--- config.mk ---
export PLATFORM = sky130hd
export DESIGN_NAME = pnc_ctrl
export DESIGN_NICKNAME = d
export VERILOG_FILES = /design/src/hw/rtl/pnc_pkg.sv /design/src/hw/rtl/pnc_ctrl.sv
export SDC_FILE = /design/constraint.sdc
export NUM_CORES = 1
export LEC_CHECK = 0
export BUFFER_PORTS_ARGS = -buffer_cell sky130_fd_sc_hd__buf_4
export CAP_MARGIN = 20
export CORE_MARGIN = 1.5
export CORE_UTILIZATION = 55
export DETAILED_ROUTE_END_ITERATION = 12
export PLACE_DENSITY_LB_ADDON = 0.3
export RECOVER_POWER = 25
export SYNTH_ARGS = -nofsm -noshare
export SYNTH_HDL_FRONTEND = slang
export SYNTH_SLANG_ARGS = --single-unit
export TNS_END_PERCENT = 50
--- constraint.sdc ---
create_clock -name aclk -period 7.4 [get_ports aclk]
set_input_delay 1.11 -clock aclk [delete_from_list [all_inputs] [get_ports aclk]]
set_output_delay 1.11 -clock aclk [all_outputs]
set_load 0.05 [all_outputs]
--- src/hw/rtl/pnc_pkg.sv ---
`timescale 1ns / 1ps
// ----------------------------------------------------------------------------
// pnc_pkg: shared types and constants
// Command and register codes, controller states and the control/status
// bundles between the neighbor counter controller and datapath.
// ----------------------------------------------------------------------------
package pnc_pkg;

    localparam int POS_W     = 32;   // signed Q16.16 coordinate
    localparam int CFG_W     = 31;   // unsigned Q15.16 register
    localparam int CFG_IDX_W = 2;
    localparam int CMD_W     = 2;
    localparam int IDX_W     = 10;
    localparam int COUNT_W   = 10;
    localparam int AXES      = 3;
    localparam int A2_W      = POS_W + 2;      // doubled axis distance
    localparam int SQ_W      = 2 * POS_W;      // square of the low 32 bits
    localparam int SUM_W     = SQ_W + 2;       // sum of three squares
    localparam int WORD_W    = AXES * POS_W;   // stored site word

    localparam logic [COUNT_W-1:0] COUNT_MAX = '1;
    localparam logic [CFG_W-1:0]   CUTOFF_RESET = CFG_W'(65536);

    typedef enum logic [CMD_W-1:0] {
        CMD_APPEND = 2'd0,
        CMD_COUNT  = 2'd1,
        CMD_CLEAR  = 2'd2
    } cmd_t;

    typedef enum logic [CFG_IDX_W-1:0] {
        CFG_CUTOFF = 2'd0,
        CFG_BOX_X  = 2'd1,
        CFG_BOX_Y  = 2'd2,
        CFG_BOX_Z  = 2'd3
    } cfg_index_t;

    typedef enum logic [2:0] {
        ST_IDLE,
        ST_LATCH,
        ST_SCAN,
        ST_DRAIN,
        ST_DONE
    } state_t;

    typedef struct packed {
        logic start_query;   // clear the count, take the not-loaded flag
        logic bad;
        logic latch_query;   // take the queried site from the read port
        logic issue_valid;   // word on the read port next cycle is a candidate
        logic load_result;
    } ctl_t;

    typedef struct packed {
        logic pipe_busy;
        logic out_free;
    } stat_t;

endpackage

--- src/hw/rtl/pnc_ctrl.sv ---
`timescale 1ns / 1ps
// ----------------------------------------------------------------------------
// pnc_ctrl: command controller
// Decodes commands, keeps the site count, drives the store and sequences
// the neighbor scan through the datapath.
// ----------------------------------------------------------------------------
module pnc_ctrl #(
    parameter int MAX_SITES = 1024,
    parameter int AW        = $clog2(MAX_SITES)
) (
    input  logic                        aclk,
    input  logic                        aresetn,
    input  logic                        s_valid,
    output logic                        s_ready,
    input  logic [pnc_pkg::CMD_W-1:0]   s_command,
    input  logic [pnc_pkg::IDX_W-1:0]   s_site_index,
    input  pnc_pkg::stat_t              stat,
    output pnc_pkg::ctl_t               ctl,
    output logic                        ram_we,
    output logic [AW-1:0]               ram_waddr,
    output logic                        ram_re,
    output logic [AW-1:0]               ram_raddr
);
    import pnc_pkg::*;

    localparam int NW = $clog2(MAX_SITES + 1);

    state_t          state_reg, state_next;
    logic [NW-1:0]   loaded_reg, loaded_next;
    logic [AW-1:0]   scan_reg, scan_next;
    logic [AW-1:0]   query_reg, query_next;
    logic            accept;
    logic            not_loaded;
    logic            last_site;

    always_ff @(posedge aclk) begin
        if (!aresetn) begin
            state_reg  <= ST_IDLE;
            loaded_reg <= '0;
        end else begin
            state_reg  <= state_next;
            loaded_reg <= loaded_next;
        end
        scan_reg  <= scan_next;
        query_reg <= query_next;
    end

    assign accept     = s_valid && s_ready;
    assign not_loaded = 32'(s_site_index) >= 32'(loaded_reg);
    assign last_site  = NW'(scan_reg) == loaded_reg - NW'(1);
    assign ram_waddr  = AW'(loaded_reg);

    always_comb begin
        state_next  = state_reg;
        loaded_next = loaded_reg;
        scan_next   = scan_reg;
        query_next  = query_reg;
        s_ready     = 1'b0;
        ctl         = '0;
        ram_we      = 1'b0;
        ram_re      = 1'b0;
        ram_raddr   = scan_reg;
        unique case (state_reg)
            ST_IDLE: begin
                s_ready = 1'b1;
                if (accept) begin
                    unique case (cmd_t'(s_command))
                        CMD_APPEND: begin
                            // a full store drops the site
                            if (32'(loaded_reg) < MAX_SITES) begin
                                ram_we      = 1'b1;
                                loaded_next = loaded_reg + NW'(1);
                            end
                        end
                        CMD_CLEAR: begin
                            loaded_next = '0;
                        end
                        CMD_COUNT: begin
                            ctl.start_query = 1'b1;
                            ctl.bad         = not_loaded;
                            query_next      = AW'(s_site_index);
                            if (not_loaded) begin
                                state_next = ST_DONE;
                            end else begin
                                ram_re     = 1'b1;
                                ram_raddr  = AW'(s_site_index);
                                state_next = ST_LATCH;
                            end
                        end
                        default: ;
                    endcase
                end
            end
            ST_LATCH: begin
                ctl.latch_query = 1'b1;
                scan_next       = '0;
                state_next      = ST_SCAN;
            end
            ST_SCAN: begin
                ram_re          = 1'b1;
                ctl.issue_valid = scan_reg != query_reg;   // skip the site itself
                if (last_site) begin
                    state_next = ST_DRAIN;
                end else begin
                    scan_next = scan_reg + AW'(1);
                end
            end
            ST_DRAIN: begin
                if (!stat.pipe_busy) begin
                    state_next = ST_DONE;
                end
            end
            ST_DONE: begin
                if (stat.out_free) begin
                    ctl.load_result = 1'b1;
                    state_next      = ST_IDLE;
                end
            end
            default: state_next = ST_IDLE;
        endcase
    end

endmodule

# Word-level counts from Yosys, hierarchy flattened
# Cells that the tools add are included.
dict set report totals {
  output_inout_bits 28
  input_bits 17
  reg_bits 34
  elab_cells 64
}
dict set report classes {
  order_cmp 2
  eq_ne 15
  reduce_logical 9
  add_sub_neg 3
  n_mux 31
}
# cell n
set ops {}
lappend ops {{$mux W10} 5}
lappend ops {{$pmux W11 S2} 1}
lappend ops {{$pmux W10 S2} 1}
lappend ops {{$mux W3} 6}
lappend ops {{$pmux W3 S5} 1}
lappend ops {{$mux W1} 12}
lappend ops {{$ne A2 B2 Y1 const B} 6}
lappend ops {{$add A11 B1 Y11 const B} 1}
lappend ops {{$eq A10 B11 Y1} 1}
lappend ops {{$ge A10 B11 Y1} 1}
lappend ops {{$lt A11 B11 Y1 const B} 1}
lappend ops {{$mux W11} 1}
lappend ops {{$sub A11 B1 Y11 const B} 1}
lappend ops {{$add A10 B1 Y10 const B} 1}
lappend ops {{$ne A10 B10 Y1} 1}
lappend ops {{$eq A3 B2 Y1 const B} 2}
lappend ops {{$mux W2} 3}
lappend ops {{$reduce_and A5 Y1} 1}
lappend ops {{$reduce_and A4 Y1} 1}
lappend ops {{$reduce_bool A2 Y1} 2}
lappend ops {{$eq A3 B1 Y1 const B} 1}
lappend ops {{$eq A3 B3 Y1 const B} 1}
lappend ops {{$logic_not A3 Y1} 1}
lappend ops {{$reduce_and A3 Y1} 1}
lappend ops {{other kinds (7)} 7}

# Longest topological paths before layout
dict set report logic_depth {
  word_depth 5
  depth_mapped 10
  mapped_depth_nobuf 8
}

# Worst setup path after synthesis
# OpenSTA, ideal clock, no wires.
dict set report synth_timing {
  path_type {input port to output port}
  from {input port s_site_index[4] (netlist name)}
  to {output port ctl[3] (netlist name)}
  slack_ns 2.750
  path_buffers 0
  required_ns 6.290
  cell_stages 5
  arrival_ns 3.540
  cell_sequence {ha_1 nand4_1 or3_1 a31o_2 nor4_1}
}
# item line
set synth_rtl {}
lappend synth_rtl {{start, declared} pnc_ctrl.sv:16} ;# input logic [pnc_pkg::IDX_W-1:0] s_site_index,
lappend synth_rtl {{end, declared} pnc_ctrl.sv:18} ;# output pnc_pkg::ctl_t ctl,

# Worst setup path in the final report
dict set report layout_timing {
  from {input port s_site_index[4] (netlist name)}
  to {output port ram_raddr[1]}
}
dict set report layout_between {
  elab_chain_cells 5
}
# item line
set layout_rtl {}
lappend layout_rtl {{$ge A10 B11 Y1} pnc_ctrl.sv:49} ;# assign not_loaded = 32'(s_site_index) >= 32'(loaded_reg);
lappend layout_rtl {{$mux W10} pnc_ctrl.sv:82} ;# if (not_loaded) begin
lappend layout_rtl {{$mux W10} pnc_ctrl.sv:67} ;# unique case (cmd_t'(s_command))
lappend layout_rtl {{$mux W10} pnc_ctrl.sv:66} ;# if (accept) begin
lappend layout_rtl {{$mux W10} pnc_ctrl.sv:63} ;# unique case (state_reg)
lappend layout_rtl {{end, declared} pnc_ctrl.sv:22} ;# output logic [AW-1:0] ram_raddr
# Every way passes these cells.

==> flow_metrics.py <==
metrics = {
    "sta": {
        "finalMaxSlewViolations": 0,
        "worst_pin_slew_ns": 0.6815,
        "finalHoldViolations": 0,
        "post-route-period-util_pct": 60.98,
        "layout_min_cycle_time_ns": 4.512,
        "relSlewSlack_pct": 54.47,
        "grt_setup_unrepaired": "no",
        "fin_ws_ns": 2.888,
        "whs_ns": 0.5607,
        "finClkSkew_ns": 0.006669,
        "fmax_ghz": 0.2216,
        "setup-violations-final": 0,
        "tns_ns": 0,
    },
    "setup_path": {
        "rrSetupSlack_ns": 4.47,
        "path_max_fanout": 11,
        "worstReg2RegEnd": "scan_reg[3]",
        "cp-end-kind": "primary output",
        "ff2ff_path_depth": 8,
        "criticalPathCategory": "in2out",
        "r2r_start": "loaded_reg[0]",
        "cp-start-kind": "input pin",
        "crit_required_ns": 6.29,
        "arrival_ns": 3.40,
    },
    "floorplan": {
        "dieWidth_um": 70.15,
        "row_count": 24,
        "die_area_um2": 4921,
        "start_util_pct": 56.95,
        "core_um2": 4354,
        "io_pins": 45,
        "die_y_um": 70.15,
    },
    "yosys": {
        "synthesis.nets": 305,
        "synth_cells": 275,
        "yosysWarnings": 0,
        "synth_edf_count": 20,
        "syn_avg_cell_area_um2": 9.018,
        "synth-seq-cells": 34,
        "yosysSeqAreaShare_pct": 35.52,
        "synth_cell_types": 51,
        "synth_area_um2": 2480,
        "ys.flop_type": "edfxtp_1",
        "async_flop_share_pct": 0,
        "yosysTopAreaCell": "edfxtp_1",
        "synth_top_area_share_pct": 24.22,
        "synthTopCellsByArea": "edfxtp_1, dfxtp_1, xnor2_1",
    },
    "power": {
        "peakVddDrop_mv": 0.1288,
        "powerDensity_nw_per_um2": 165.8,
        "p_leak_nw": 1.048,
        "p_total_uw": 461.1,
    },
    "clock_network": {
        "clk_transition_reported_paths_ns": 0.07,
        "clock_latency_ns": 0.29,
        "cts_tree": "yes",
        "cts_setup_buffers": 0,
        "cts.sinks": 34,
        "holdBufCountCts": 0,
        "cts_buffers": 5,
        "ctsResizeCount": 0,
        "cts_root_buffer": "clkbuf_8",
        "htreeDepth": 2,
        "cts.path.max_buffers": 2,
    },
    "detailed_routing": {
        "wl_mm": 5.420,
        "drtAntennaViolNets": 0,
        "drcViolationCount": 0,
        "first_pass_iters": 4,
        "post_drt_wl_per_cell_um": 15.35,
        "viasPerCell": 5.813,
        "drt_iter0_drc": 191,
        "vias": 2052,
    },
    "hold_path": {
        "min_from": "loaded_reg[9]",
        "hold_path_class": "reg2reg",
        "whs_endpoint": "loaded_reg[9]",
        "hold_depth": 2,
    },
    "job": {
        "cap_violations": 0,
    },
    "placement": {
        "routabilityCongestion": 0.9090,
        "post-place-ws_ns": 2.921,
        "dp_hpwl_mm": 4.113,
        "dp_cells": 345,
        "placed_area_um2": 2731,
        "port_buffers": 44,
    },
    "finish": {
        "fin_cells": 353,
        "drive_gt1_share_pct": 18.60,
        "largest_register_ffs": 11,
        "fin_area_um2": 2781,
        "diodes": 0,
        "nets": 330,
        "utilization_pct": 63.88,
        "syn_to_final_growth_pct": 12.16,
    },
    "global_routing": {
        "antenna_found_initial": 0,
        "grt_pass1_vias": 1879,
        "grt_usage_pct": 23.39,
        "grt_max_degree": 13,
        "grt_pass1_wl_mm": 9.066,
        "overflow": 0,
    },
    "outcome": {
        "status": "complete, no violations",
    },
}
==> cell type report <==
class / count / area (um^2)
clock inverter: 2 / 12.51
fill: 389 / 1573
tap: 52 / 65.06
multi-input combinational: 198 / 1388
timing repair buffer: 45 / 292.8
inverter: 16 / 60.06
clock buffer: 6 / 82.58
sequential: 34 / 880.8
==> cells by family after synthesis <==
| kind of cell | Yosys count | synth area share [%] |
|---|---|---|
| AND/OR/NAND/NOR | 93 | 19.53 |
| flip-flops | 34 | 35.52 |
| AO/OA/AOI/OAI | 45 | 12.11 |
| adder cells (fa/ha/maj) | 13 | 6.559 |
| XOR/XNOR | 34 | 12.01 |
| buffers and inverters | 43 | 8.526 |
| multiplexers | 13 | 5.752 |
==> how the worst max path moves through the flow <==
stage | startpoint | slack, ns | to
after floorplan | s_site_index[4] | 2.75 | ctl[3]
after global placement | s_site_index[4] | 2.97 | ram_raddr[4]
after detailed placement | s_site_index[4] | 2.92 | ram_raddr[1]
after CTS | s_site_index[4] | 2.91 | ram_raddr[1]
after global routing | s_site_index[4] | 2.69 | ram_raddr[1]
final | s_site_index[4] | 2.89 | ram_raddr[1]
==> placed cells by master, fill, tap and decap left out, types with 12 or more instances in the layout <==
master | synthesis | final
nor2_1 | 25 | 25
xnor2_1 | 20 | 20
dfxtp_1 | 14 | 14
xor2_1 | 14 | 14
ha_1 | 13 | 13
inv_1 | 16 | 16
nand2_1 | 19 | 19
clkbuf_1 | 12 | 12
edfxtp_1 | 20 | 20
buf_4 | 10 | 33
a21oi_1 | 12 | 12
==> where the power goes <==
part	leakage (nW)	total (mW)	internal [mW]	switching (mW)
combinational	0.703	0.0967	0.0372	0.0595
sequential	0.298	0.218	0.207	0.0110
clock	0.0472	0.146	0.0748	0.0713
total	1.05	0.461	0.319	0.142
==> metal layers <==
layer  track usage [%]  vias up  routed length, um
li1                  -     1015                  -
met3             4.329        6                385
met1             33.18      949               2534
met2             36.51       82               2433
met5                 0        -                  0
met4             7.051        0                 66
==> critical path, cell delays in order <==
cell and delay, ns:
clkbuf_1 0.10, ha_1 0.33, a22o_1 0.22, o41ai_1 0.44
a31o_2 0.25, nand2_1 0.33, mux2_2 0.42, buf_4 0.19
==> synthesized netlist by cell type, drive strengths merged, types with 2 or more instances <==
| library cell | instances |
|---|---|
| a21boi | 3 |
| a21oi | 12 |
| a31oi | 3 |
| and3 | 4 |
| and4 | 2 |
| buf | 14 |
| clkbuf | 13 |
| dfxtp | 14 |
| edfxtp | 20 |
| ha | 13 |
| inv | 16 |
| mux2 | 10 |
| mux2i | 3 |
| nand2 | 19 |
| nand2b | 3 |
| nand3 | 5 |
| nand4 | 9 |
| nor2 | 25 |
| nor3 | 6 |
| nor3b | 2 |
| nor4 | 6 |
| o2111a | 2 |
| o21ai | 10 |
| o221ai | 2 |
| or3 | 7 |
| xnor2 | 20 |
| xor2 | 14 |
Note: power is estimated with default switching activity, not from simulation.
